**config.mk**
```make
export PLATFORM = sky130hd
export DESIGN_NAME = rpn_stack_evaluator_top
export DESIGN_NICKNAME = d
export VERILOG_FILES = /design/src/sv/rpn_pkg.sv /design/src/sv/rpn_stack_mem.sv /design/src/sv/rpn_div.sv /design/src/sv/rpn_stack_evaluator_top.sv
export SDC_FILE = /design/constraint.sdc
export NUM_CORES = 2
export LEC_CHECK = 0
export BUFFER_PORTS_ARGS = -buffer_cell sky130_fd_sc_hd__buf_4
export CAP_MARGIN = 20
export CORE_MARGIN = 2
export CORE_UTILIZATION = 40
export DETAILED_ROUTE_END_ITERATION = 7
export PLACE_DENSITY_LB_ADDON = 0.05
export SLEW_MARGIN = 5
export SYNTH_ARGS = -nofsm -noshare
export SYNTH_HDL_FRONTEND = slang
export SYNTH_SLANG_ARGS = --single-unit
```
**constraint.sdc**
```tcl
create_clock -name aclk -period 18.38 [get_ports aclk]
set_input_delay 1.838 -clock aclk [delete_from_list [all_inputs] [get_ports aclk]]
set_output_delay 1.838 -clock aclk [all_outputs]
set_load 0.01 [all_outputs]
```
**src/sv/rpn_pkg.sv**
```systemverilog
// ----------------------------------------------------------------------------
// rpn_pkg
// shared types, codes and defaults of the rpn stack evaluator
// ----------------------------------------------------------------------------
`default_nettype none

package rpn_pkg;

    localparam int DEF_STACK_DEPTH   = 16;
    localparam int DEF_FRACTION_BITS = 16;

    localparam int DATA_W   = 32;
    localparam int CMD_W    = 3;
    localparam int STATUS_W = 3;

    typedef logic [CMD_W-1:0]    cmd_t;
    typedef logic [STATUS_W-1:0] status_t;

    // token codes
    localparam cmd_t CMD_PUSH    = 3'd0;
    localparam cmd_t CMD_ADD     = 3'd1;
    localparam cmd_t CMD_SUB     = 3'd2;
    localparam cmd_t CMD_MUL     = 3'd3;
    localparam cmd_t CMD_DIV     = 3'd4;
    localparam cmd_t CMD_END     = 3'd5;
    localparam cmd_t CMD_INVALID = 3'd6;

    // status codes
    localparam status_t ST_OK      = 3'd0;
    localparam status_t ST_DIV0    = 3'd1;
    localparam status_t ST_INVALID = 3'd2;
    localparam status_t ST_UNDER   = 3'd3;
    localparam status_t ST_FULL    = 3'd4;
    localparam status_t ST_SAT     = 3'd5;

    localparam logic [DATA_W-1:0] SAT_MAX = 32'h7FFF_FFFF;
    localparam logic [DATA_W-1:0] SAT_MIN = 32'h8000_0000;

    typedef struct packed {
        logic              start;
        logic [DATA_W-1:0] num;
        logic [DATA_W-1:0] den;
    } div_req_t;

    typedef struct packed {
        logic              done;
        logic              sat;
        logic [DATA_W-1:0] value;
    } div_res_t;

endpackage

`default_nettype wire

```
**src/sv/rpn_stack_mem.sv**
```systemverilog
// ----------------------------------------------------------------------------
// rpn_stack_mem
// operand stack storage, one write port and one registered read port
// ----------------------------------------------------------------------------
`default_nettype none

module rpn_stack_mem #(
    parameter int DEPTH  = rpn_pkg::DEF_STACK_DEPTH,
    parameter int ADDR_W = $clog2(DEPTH)
) (
    input  wire logic                      aclk,
    input  wire logic                      wr_en,
    input  wire logic [ADDR_W-1:0]         wr_addr,
    input  wire logic [rpn_pkg::DATA_W-1:0] wr_data,
    input  wire logic [ADDR_W-1:0]         rd_addr,
    output logic      [rpn_pkg::DATA_W-1:0] rd_data
);
    import rpn_pkg::*;

    logic [DATA_W-1:0] mem [DEPTH];
    logic [DATA_W-1:0] rd_data_reg;

    always_ff @(posedge aclk) begin
        if (wr_en) begin
            mem[wr_addr] <= wr_data;
        end
        rd_data_reg <= mem[rd_addr];
    end

    assign rd_data = rd_data_reg;

endmodule

`default_nettype wire

```
**src/sv/rpn_div.sv**
```systemverilog
// ----------------------------------------------------------------------------
// rpn_div
// iterative fixed-point divider, one quotient bit per cycle, saturating
// ----------------------------------------------------------------------------
`default_nettype none

module rpn_div #(
    parameter int FRACTION_BITS = rpn_pkg::DEF_FRACTION_BITS
) (
    input  wire logic              aclk,
    input  wire logic              aresetn,
    input  wire rpn_pkg::div_req_t div_req,
    output rpn_pkg::div_res_t      div_res
);
    import rpn_pkg::*;

    localparam int A_W   = DATA_W + FRACTION_BITS;
    localparam int CNT_W = $clog2(DATA_W + 1);

    typedef enum logic [1:0] {
        D_IDLE,
        D_CHECK,
        D_ITER,
        D_FIN
    } dstate_t;

    dstate_t           state_reg;
    logic [A_W-1:0]    a_reg;
    logic [DATA_W-1:0] b_reg;
    logic              neg_reg;
    logic [DATA_W-1:0] rem_reg;
    logic [DATA_W-1:0] q_reg;
    logic [CNT_W-1:0]  cnt_reg;
    logic              done_reg;
    logic              sat_reg;
    logic [DATA_W-1:0] value_reg;

    logic [DATA_W-1:0] num_mag;
    logic [DATA_W-1:0] den_mag;
    logic [DATA_W-1:0] a_hi;
    logic [DATA_W:0]   trial;

    assign num_mag = div_req.num[DATA_W-1] ? (~div_req.num + 1'b1) : div_req.num;
    assign den_mag = div_req.den[DATA_W-1] ? (~div_req.den + 1'b1) : div_req.den;
    // upper bits of the scaled dividend; quotient fits 32 bits when these are below b
    assign a_hi    = {{(DATA_W-FRACTION_BITS){1'b0}}, a_reg[A_W-1:DATA_W]};
    assign trial   = {rem_reg, q_reg[DATA_W-1]} - {1'b0, b_reg};

    always_ff @(posedge aclk) begin
        if (!aresetn) begin
            state_reg <= D_IDLE;
            done_reg  <= 1'b0;
        end else begin
            done_reg <= 1'b0;
            case (state_reg)
                D_IDLE: begin
                    if (div_req.start) begin
                        a_reg     <= {num_mag, {FRACTION_BITS{1'b0}}};
                        b_reg     <= den_mag;
                        neg_reg   <= div_req.num[DATA_W-1] ^ div_req.den[DATA_W-1];
                        state_reg <= D_CHECK;
                    end
                end
                D_CHECK: begin
                    if (a_hi >= b_reg) begin
                        sat_reg   <= 1'b1;
                        value_reg <= neg_reg ? SAT_MIN : SAT_MAX;
                        done_reg  <= 1'b1;
                        state_reg <= D_IDLE;
                    end else begin
                        rem_reg   <= a_hi;
                        q_reg     <= a_reg[DATA_W-1:0];
                        cnt_reg   <= CNT_W'(DATA_W);
                        state_reg <= D_ITER;
                    end
                end
                D_ITER: begin
                    // dividend bits shift out of q_reg as quotient bits shift in
                    if (!trial[DATA_W]) begin
                        rem_reg <= trial[DATA_W-1:0];
                        q_reg   <= {q_reg[DATA_W-2:0], 1'b1};
                    end else begin
                        rem_reg <= {rem_reg[DATA_W-2:0], q_reg[DATA_W-1]};
                        q_reg   <= {q_reg[DATA_W-2:0], 1'b0};
                    end
                    cnt_reg <= cnt_reg - 1'b1;
                    if (cnt_reg == CNT_W'(1)) begin
                        state_reg <= D_FIN;
                    end
                end
                D_FIN: begin
                    if (!neg_reg) begin
                        sat_reg   <= q_reg[DATA_W-1];
                        value_reg <= q_reg[DATA_W-1] ? SAT_MAX : q_reg;
                    end else if (q_reg > SAT_MIN) begin
                        sat_reg   <= 1'b1;
                        value_reg <= SAT_MIN;
                    end else begin
                        sat_reg   <= 1'b0;
                        value_reg <= ~q_reg + 1'b1;
                    end
                    done_reg  <= 1'b1;
                    state_reg <= D_IDLE;
                end
                default: begin
                    state_reg <= D_IDLE;
                end
            endcase
        end
    end

    assign div_res.done  = done_reg;
    assign div_res.sat   = sat_reg;
    assign div_res.value = value_reg;

endmodule

`default_nettype wire

```
**src/sv/rpn_stack_evaluator_top.sv**
```systemverilog
// ----------------------------------------------------------------------------
// rpn_stack_evaluator_top
// reverse polish evaluator over a bounded Q16.16 operand stack
// ----------------------------------------------------------------------------
// One token is taken at a time and gives exactly one result item. The operands
// live in a stack memory with one registered read port, so an operator fetches
// the top entry and then the second entry before it computes. Multiply goes
// through one registered 32x32 product; divide by a nonzero value waits on the
// one-bit-per-cycle divider, which stops early when the quotient does not fit.
// A new token is taken while the previous result still waits on m_ready.
`default_nettype none

module rpn_stack_evaluator_top #(
    parameter int STACK_DEPTH   = rpn_pkg::DEF_STACK_DEPTH,
    parameter int FRACTION_BITS = rpn_pkg::DEF_FRACTION_BITS,
    parameter int LEVEL_W       = $clog2(STACK_DEPTH + 1)
) (
    input  wire logic                           aclk,
    input  wire logic                           aresetn,
    input  wire logic                           s_valid,
    output logic                                s_ready,
    input  wire rpn_pkg::cmd_t                  s_cmd,
    input  wire logic signed [rpn_pkg::DATA_W-1:0] s_operand_value,
    output logic                                m_valid,
    input  wire logic                           m_ready,
    output rpn_pkg::status_t                    m_status,
    output logic                                m_result_valid,
    output logic signed [rpn_pkg::DATA_W-1:0]   m_result_value,
    output logic        [LEVEL_W-1:0]           m_stack_level
);
    import rpn_pkg::*;

    localparam int ADDR_W = $clog2(STACK_DEPTH);

    typedef enum logic [2:0] {
        S_IDLE,
        S_RD_T,
        S_RD_S,
        S_EXEC,
        S_MUL,
        S_DIV,
        S_POP,
        S_RESP
    } state_t;

    state_t              state_reg, state_next;
    logic [LEVEL_W-1:0]  sp_reg, sp_next;
    cmd_t                cmd_reg, cmd_next;
    logic [DATA_W-1:0]   t_reg, t_next;
    logic signed [2*DATA_W-1:0] prod_reg, prod_next;
    status_t             pend_status_reg, pend_status_next;
    logic                pend_rvalid_reg, pend_rvalid_next;
    logic [DATA_W-1:0]   pend_value_reg, pend_value_next;
    logic                m_valid_reg, m_valid_next;
    status_t             m_status_reg, m_status_next;
    logic                m_rvalid_reg, m_rvalid_next;
    logic [DATA_W-1:0]   m_value_reg, m_value_next;
    logic [LEVEL_W-1:0]  m_level_reg, m_level_next;

    logic                mem_we;
    logic [ADDR_W-1:0]   mem_waddr;
    logic [DATA_W-1:0]   mem_wdata;
    logic [ADDR_W-1:0]   mem_raddr;
    logic [DATA_W-1:0]   mem_rdata;

    div_req_t            div_req;
    div_res_t            div_res;

    logic [LEVEL_W-1:0]  sp_m1, sp_m2;
    logic                accept, out_free, stack_full;
    logic [DATA_W:0]     sum;
    logic                sum_sat;
    logic [DATA_W-1:0]   sum_val;
    logic signed [2*DATA_W-1:0] prod_shift;
    logic                mul_sat;
    logic [DATA_W-1:0]   mul_val;

    rpn_stack_mem #(
        .DEPTH  (STACK_DEPTH),
        .ADDR_W (ADDR_W)
    ) u_mem (
        .aclk    (aclk),
        .wr_en   (mem_we),
        .wr_addr (mem_waddr),
        .wr_data (mem_wdata),
        .rd_addr (mem_raddr),
        .rd_data (mem_rdata)
    );

    rpn_div #(
        .FRACTION_BITS (FRACTION_BITS)
    ) u_div (
        .aclk    (aclk),
        .aresetn (aresetn),
        .div_req (div_req),
        .div_res (div_res)
    );

    assign sp_m1      = sp_reg - 1'b1;
    assign sp_m2      = sp_reg - LEVEL_W'(2);
    assign s_ready    = (state_reg == S_IDLE);
    assign accept     = s_valid && s_ready;
    assign out_free   = !m_valid_reg || m_ready;
    assign stack_full = (sp_reg == LEVEL_W'(STACK_DEPTH));

    // an entry is never read in the same cycle as its write
    assign mem_raddr = (state_reg == S_RD_T) ? sp_m1[ADDR_W-1:0] : sp_m2[ADDR_W-1:0];

    // in S_EXEC the read data holds the second entry, t_reg the top
    assign sum = (cmd_reg == CMD_SUB)
               ? ({mem_rdata[DATA_W-1], mem_rdata} - {t_reg[DATA_W-1], t_reg})
               : ({mem_rdata[DATA_W-1], mem_rdata} + {t_reg[DATA_W-1], t_reg});
    assign sum_sat = sum[DATA_W] ^ sum[DATA_W-1];
    assign sum_val = sum_sat ? (sum[DATA_W] ? SAT_MIN : SAT_MAX) : sum[DATA_W-1:0];

    // arithmetic shift gives the floor of the scaled product
    assign prod_shift = prod_reg >>> FRACTION_BITS;
    assign mul_sat    = !((&prod_shift[2*DATA_W-1:DATA_W-1]) ||
                          !(|prod_shift[2*DATA_W-1:DATA_W-1]));
    assign mul_val    = mul_sat ? (prod_shift[2*DATA_W-1] ? SAT_MIN : SAT_MAX)
                                : prod_shift[DATA_W-1:0];

    always_comb begin
        state_next       = state_reg;
        sp_next          = sp_reg;
        cmd_next         = cmd_reg;
        t_next           = t_reg;
        prod_next        = prod_reg;
        pend_status_next = pend_status_reg;
        pend_rvalid_next = pend_rvalid_reg;
        pend_value_next  = pend_value_reg;
        m_valid_next     = m_valid_reg && !m_ready;
        m_status_next    = m_status_reg;
        m_rvalid_next    = m_rvalid_reg;
        m_value_next     = m_value_reg;
        m_level_next     = m_level_reg;
        mem_we           = 1'b0;
        mem_waddr        = sp_m2[ADDR_W-1:0];
        mem_wdata        = s_operand_value;
        div_req.start    = 1'b0;
        div_req.num      = mem_rdata;
        div_req.den      = t_reg;

        case (state_reg)
            S_IDLE: begin
                if (accept) begin
                    cmd_next         = s_cmd;
                    pend_status_next = ST_OK;
                    pend_rvalid_next = 1'b0;
                    pend_value_next  = '0;
                    state_next       = S_RESP;
                    case (s_cmd)
                        CMD_PUSH: begin
                            if (stack_full) begin
                                pend_status_next = ST_FULL;
                            end else begin
                                mem_we    = 1'b1;
                                mem_waddr = sp_reg[ADDR_W-1:0];
                                sp_next   = sp_reg + 1'b1;
                            end
                        end
                        CMD_ADD, CMD_SUB, CMD_MUL, CMD_DIV: begin
                            if (sp_reg < LEVEL_W'(2)) begin
                                pend_status_next = ST_UNDER;
                            end else begin
                                state_next = S_RD_T;
                            end
                        end
                        CMD_END: begin
                            if (sp_reg == '0) begin
                                pend_status_next = ST_UNDER;
                            end else begin
                                state_next = S_RD_T;
                            end
                        end
                        default: begin
                            sp_next          = '0;
                            pend_status_next = ST_INVALID;
                        end
                    endcase
                end
            end
            S_RD_T: begin
                state_next = (cmd_reg == CMD_END) ? S_POP : S_RD_S;
            end
            S_POP: begin
                pend_rvalid_next = 1'b1;
                pend_value_next  = mem_rdata;
                sp_next          = sp_m1;
                state_next       = S_RESP;
            end
            S_RD_S: begin
                t_next     = mem_rdata;
                state_next = S_EXEC;
            end
            S_EXEC: begin
                case (cmd_reg)
                    CMD_ADD, CMD_SUB: begin
                        mem_we           = 1'b1;
                        mem_wdata        = sum_val;
                        sp_next          = sp_m1;
                        pend_status_next = sum_sat ? ST_SAT : ST_OK;
                        state_next       = S_RESP;
                    end
                    CMD_MUL: begin
                        prod_next  = $signed(mem_rdata) * $signed(t_reg);
                        state_next = S_MUL;
                    end
                    CMD_DIV: begin
                        if (t_reg == '0) begin
                            sp_next          = sp_m2;
                            pend_status_next = ST_DIV0;
                            state_next       = S_RESP;
                        end else begin
                            div_req.start = 1'b1;
                            state_next    = S_DIV;
                        end
                    end
                    default: begin
                        state_next = S_RESP;
                    end
                endcase
            end
            S_MUL: begin
                mem_we           = 1'b1;
                mem_wdata        = mul_val;
                sp_next          = sp_m1;
                pend_status_next = mul_sat ? ST_SAT : ST_OK;
                state_next       = S_RESP;
            end
            S_DIV: begin
                if (div_res.done) begin
                    mem_we           = 1'b1;
                    mem_wdata        = div_res.value;
                    sp_next          = sp_m1;
                    pend_status_next = div_res.sat ? ST_SAT : ST_OK;
                    state_next       = S_RESP;
                end
            end
            S_RESP: begin
                if (out_free) begin
                    m_valid_next  = 1'b1;
                    m_status_next = pend_status_reg;
                    m_rvalid_next = pend_rvalid_reg;
                    m_value_next  = pend_value_reg;
                    m_level_next  = sp_reg;
                    state_next    = S_IDLE;
                end
            end
            default: begin
                state_next = S_IDLE;
            end
        endcase
    end

    always_ff @(posedge aclk) begin
        if (!aresetn) begin
            state_reg   <= S_IDLE;
            sp_reg      <= '0;
            m_valid_reg <= 1'b0;
        end else begin
            state_reg   <= state_next;
            sp_reg      <= sp_next;
            m_valid_reg <= m_valid_next;
        end
        cmd_reg         <= cmd_next;
        t_reg           <= t_next;
        prod_reg        <= prod_next;
        pend_status_reg <= pend_status_next;
        pend_rvalid_reg <= pend_rvalid_next;
        pend_value_reg  <= pend_value_next;
        m_status_reg    <= m_status_next;
        m_rvalid_reg    <= m_rvalid_next;
        m_value_reg     <= m_value_next;
        m_level_reg     <= m_level_next;
    end

    assign m_valid        = m_valid_reg;
    assign m_status       = m_status_reg;
    assign m_result_valid = m_rvalid_reg;
    assign m_result_value = m_value_reg;
    assign m_stack_level  = m_level_reg;

endmodule

`default_nettype wire

```
== After elaboration in Yosys (flattened, before gate mapping) ==
Memories as Yosys holds them, arrays and structs flattened. A register that Yosys moved wholly into a read port is not among the register bits.
Index checks and enable logic that the tools add are counted.

* Bits in writable memories: 512
* Flip-flop bits (word level): 356
* Memories: 1
* Input port bits: 39

{| class="wikitable"
|+ Memories
! memory !! depth !! width !! read ports !! clocked after Yosys merged registers in !! write ports !! line !! text
|-
| u_mem.mem || 16 || 32 || 1 || 1 || 1 || rpn_stack_mem.sv:20 || <nowiki>logic [DATA_W-1:0] mem [DEPTH];</nowiki>
|}

* Multipliers: 1
* Muxes and demuxes: 85
* Add/sub/neg operators: 10
* Reductions and logical operators: 34
* Bitwise gates (word level): 5
* Order comparisons: 3
* Equality and inequality tests: 33

{| class="wikitable"
|+ Operators by type and width
! cell !! count
|-
| 2-to-1 mux 32 bit || 14
|-
| one-hot mux 32 bit (2 select lines) || 4
|-
| adder 32 x 1 -> 32 bit (second input constant) || 3
|-
| NOT 32 bit || 3
|-
| one-hot mux 32 bit (3 select lines) || 1
|-
| 2-to-1 mux 31 bit || 3
|-
| multiplier 32 x 32 -> 64 bit || 1
|-
| 2-to-1 mux 3 bit || 13
|-
| adder 32 x 32 -> 33 bit || 1
|-
| 2-to-1 mux 33 bit || 1
|-
| subtractor 32 x 32 -> 33 bit || 1
|-
| subtractor 33 x 32 -> 33 bit || 1
|-
| >= comparator 16 x 32 -> 1 bit || 1
|-
| greater-than comparator 32 bit (second input constant) || 1
|-
| logical NOT 32 bit || 1
|-
| equality test 3 bit (second input constant) || 8
|-
| one-hot mux 3 bit (7 select lines) || 1
|-
| 2-to-1 mux 4 bit || 5
|-
| 2-to-1 mux 5 bit || 4
|-
| one-hot mux 5 bit (2 select lines) || 2
|-
| one-hot mux 5 bit (4 select lines) || 1
|-
| equality test 3 x 2 -> 1 bit (second input constant) || 6
|-
| 2-to-1 mux 1 bit || 18
|-
| AND reduction 17 bit || 1
|-
| other kinds (41) || 76
|}

== Longest topological paths before layout ==
* Word-level depth: 7
* Mapped depth: 32
* Depth with buffers taken out: 30

== Cells and area by module ==
Synthesis repeated with hierarchy kept, for this count alone.

* Cell total of the unflattened synthesis: 6717
* Area total of the unflattened synthesis: 76354.5 um2

{| class="wikitable"
|+ By module, submodules not included
! module !! sequential area each (um2) !! area an instance (um2) !! instances !! cells an instance
|-
| rpn_stack_evaluator_top || 4984.8 || 45907.8 || 1 || 4837
|-
| rpn_stack_mem || 16015.4 || 19835.3 || 1 || 838
|-
| rpn_div || 5104.9 || 10611.4 || 1 || 1042
|}

== Worst setup path after synthesis ==
OpenSTA, ideal clock, no wires.

* Kind: register to register
* From: register t_reg[8]
* To: register prod_reg[50] (data pin)
* Period minus slack after synthesis: 8.073 ns
* Path buffers: 2
* Stages on the path, launching flop included: 30
* Arrival time: 7.808 ns
* Slack: 10.307 ns
* Cells stage by stage: edfxtp_1 > clkbuf_1 > buf_1 > nand2_1 > fa_1 > inv_1 > fa_1 > inv_1 > fa_1 > inv_1 > fa_1 > inv_1 > fa_1 > inv_1 > fa_1 > fa_1 > fa_1 > ha_1 > a21o_1 > a21o_1 > a21oi_1 > o21ai_0 > a2111o_1 > a31o_2 > a221oi_1 > nand2b_1 > nand2_1 > a21boi_0 > o21ai_0 > xor2_1

* Cells in the longest elaborated chain, start to end: 1

{| class="wikitable"
|+ RTL lines
! item !! line !! text
|-
| start: declaration || rpn_stack_evaluator_top.sv:49 || <nowiki>logic [DATA_W-1:0] t_reg, t_next;</nowiki>
|-
| start signal: assignment || rpn_stack_evaluator_top.sv:267 || <nowiki>t_reg <= t_next;</nowiki>
|-
| multiplier 32 x 32 -> 64 bit || rpn_stack_evaluator_top.sv:206 || <nowiki>prod_next = $signed(mem_rdata) * $signed(t_reg);</nowiki>
|-
| end signal: assignment || rpn_stack_evaluator_top.sv:268 || <nowiki>prod_reg <= prod_next;</nowiki>
|-
| end: declaration || rpn_stack_evaluator_top.sv:50 || <nowiki>logic signed [2*DATA_W-1:0] prod_reg, prod_next;</nowiki>
|}

No other way between the ends.
A chain may end at the register's enable or synchronous reset.

== Final worst setup path ==
* From: register u_mem.rd_data_reg[31], in the netlist u_mem.rd_data[31], read port of u_mem.mem
* To: register prod_reg[62] (data pin)

* Cells in the longest elaborated chain, start to end: 1

{| class="wikitable"
|+ RTL lines
! item !! line !! text
|-
| start: declaration || rpn_stack_mem.sv:21 || <nowiki>logic [DATA_W-1:0] rd_data_reg;</nowiki>
|-
| multiplier 32 x 32 -> 64 bit || rpn_stack_evaluator_top.sv:206 ||
|}

No other way between the ends.

==> metrics.md <==
| Metric | Value |
|---|---|
| Result of the run | complete, no violations |
| Horizontal die dimension | 438 um |
| Asr flop ratio synth | 0 |
| Unrepaired setup endpoints after global routing | false |
| Critical Path Slowest Stage Cell | a211oi_1 |
| Post-detailed-route via-to-cell ratio | 5.40 |
| Final hold slack | 0.334 ns |
| Sequential element share of the synthesized area | 0.346 |
| Worst EP arrival | 10.09 ns |
| Cell type with the largest total area after synthesis | edfxtp_1 |
| Number of setup buffers added after CTS | 0 |
| CP most frequent cell | fa_1 |
| Final critical-path required period | 9.58 ns |
| Share of the clock period used by the worst path | 0.521 |
| Number of sinks driven by the clock tree | 884 |
| Top cell type's share of synthesized area | 0.335 |
| Ratio of cells with drive above 1 in the final layout | 0.0959 |
| Max Clock Skew | 0.0955 ns |
| Maximum clock insertion buffer count | 3 |
| Final GP Congestion | 0.886 |
| Final hold violation count | 0 |
| # IOs | 82 |
| Count of hold buffers inserted by post-cts repair | 0 |
| Number of placed instances, taps included | 8817 |
| Total Wirelength | 241000 um |
| Die Span Y | 438 um |
| Crit path launch type | flop |
| Tightest slew margin relative to the limit | 0.281 |
| Final setup violation count | 0 |
| Maximum fanout count along the critical path | 38 |
| Number of flip-flops under the largest register name | 512 |
| Starting Density | 0.402 |
| Antenna violations before repair | 19 |
| Leading cell type in the layout, fill and taps excluded | fa_1 |
| Global-route wire length before repair | 358000 um |
| All-Layer GR Usage | 0.256 |
| Die area | 192000 um2 |
| Clock tree from TritonCTS | yes |
| Number of nets in the layout | 7818 |
| Transition time at the pin with the least slew margin | 1.08 ns |
| Number of cells produced by synthesis | 6484 |
| Path class of the lowest-slack min-delay path | reg2reg |
| Vias in the first global route | 51900 |
| Total DRC errors in the routed layout | 0 |
| Number of search-and-repair iterations in the first detailed-routing pass | 6 |
| Num CTS Buffers | 98 |
| Count of buffers inserted at the top-level ports | 81 |
| Number of different library cells in the post-synthesis netlist | 84 |
| Flop and latch count out of synthesis | 884 |
| Number of DRC violations after detailed-routing iteration 0 | 3797 |
| Pin count of the biggest net entering global routing | 112 |
| Data required time of the critical path | 18.88 ns |
| Accumulated negative setup slack | 0 ns |
| Number of warning messages in the yosys log | 0 |
| Vias | 48600 |
| Number of max-cap violations | 0 |
| Filler-free cell count of the finished design | 9001 |
| Achievable frequency | 104 MHz |
| Area grow syn2layout | 9.05% |
| Half-perimeter wire length after placement | 168000 um |
| Average cell area after synthesis | 11.6 um2 |
| Final routed wire length divided by cell count | 26.8 um |
| Cts repair resizes | 0 |
| Summed instance area of the synthesized netlist | 75300 um2 |
| Antenna Nets Post-Route | 0 |
| Cell at the root of the clock tree | clkbuf_16 |
| Slowest Stage Delay on Critical Path | 0.71 ns |
| Core area | 187000 um2 |
| Worst skew pair latency | 0.77 ns |
| Synth top area cells | edfxtp_1, fa_1, inv_1 |
| Clock input transition at the sequential cells of the worst setup and hold paths | 0.07 ns |
| Count of flip-flops with a built-in enable after synthesis | 840 |
| Global route total overflow | 0 |
| Most used DFF post-synth | edfxtp_1 |
| Sort of element at the end of the critical path | flop |
| Filler instances | 17700 |
| Core occupancy in the finished layout | 0.438 |
| Number of slew-limit violations in the final report | 0 |
| Number of standard-cell rows in the floorplan | 159 |
| Commonest non-fill, non-tap cells in the layout | fa_1, inv_1, edfxtp_1 |
| Synthesized net count | 7878 |
| H-tree depth reported by CTS | 3 |
| Type of the setup path with the least slack | reg2reg |
## stage by stage
| step | worst slack (ns) | area [um2] |
|---|---|---|
| after floorplan | 10.31 | 75300 |
| after global placement | 9.04 | 78900 |
| after detailed placement | 8.91 | 78900 |
| after CTS | 8.82 | 82100 |
| after global routing | 8.25 | 82200 |
| final | 8.80 | 82200 |
## cells in the mapped netlist, types with 32 or more instances
| master | number |
|---|---|
| a21oi_1 | 201 |
| mux4_2 | 160 |
| nand2_1 | 702 |
| buf_1 | 43 |
| edfxtp_1 | 840 |
| mux2i_1 | 36 |
| a21o_1 | 70 |
| nor2b_1 | 32 |
| dfxtp_1 | 44 |
| inv_1 | 1051 |
| fa_1 | 1083 |
| and2_1 | 534 |
| ha_1 | 272 |
| xor2_1 | 59 |
| nor3_1 | 42 |
| xnor2_1 | 152 |
| clkbuf_1 | 324 |
| o21a_1 | 43 |
| nor2_1 | 220 |
| o21ai_0 | 133 |
| nand2b_1 | 34 |
## final timing paths
kind / start / cells after the start / slack (ns) / to
worst max-delay path: u_mem.rd_data[31] / 29 / 8.80 / prod_reg[62]
worst min-delay path: pend_value_reg[3] / 0 / 0.33 / m_result_value[3]
worst max register to register: u_mem.rd_data[31] / 29 / 8.80 / prod_reg[62]
worst min register to register: pend_value_reg[3] / 0 / 0.33 / m_result_value[3]
## layout make-up
cell class	instances	area, um2	share of cell area
flip-flops and latches	884	26100	0.318
well taps	2495	3120	0.0380
multi-input cells	4174	44100	0.537
clock buffers	124	2570	0.0313
repair buffers	215	1640	0.0200
diodes	2	5.00	0.0000609
inverters	1051	3950	0.0480
clock inverters	56	632	0.00769
## per-layer routing
metal / vias to the layer above / GRT usage / wire, um
met3: 334 / 0.0290 / 11200
li1: 20900 / - / -
met5: - / 0 / 34
met1: 26000 / 0.353 / 105000
met2: 1329 / 0.427 / 117000
met4: 6 / 0.0732 / 7640
## worst max-delay path, delay by kind of cell, from the launching register on
kind,cells,cell delay [ns]
AOI/OAI and AO/OA,11,2.98
xor gates and xnor gates,1,0.13
and+or+nand+nor,1,0.31
DFF,1,0.32
buffers and inverters,7,1.42
adders and majority gates,9,4.13
## logic make-up (layout without fill, tap and decap cells)
family,after synthesis,in the layout,synth area share
AO/OA/AOI/OAI,682,682,0.0582
buffers and inverters,1426,1446,0.0715
other,0,2,0
multiplexers,197,197,0.0528
XOR/XNOR,212,212,0.0247
AND/OR/NAND/NOR,1728,1728,0.113
adder cells (fa/ha/maj),1355,1355,0.333
flip-flops,884,884,0.346
Power is left out: the tool's default activity adds up to more than one toggle a clock period on the data nets, which glitch-free logic cannot reach.
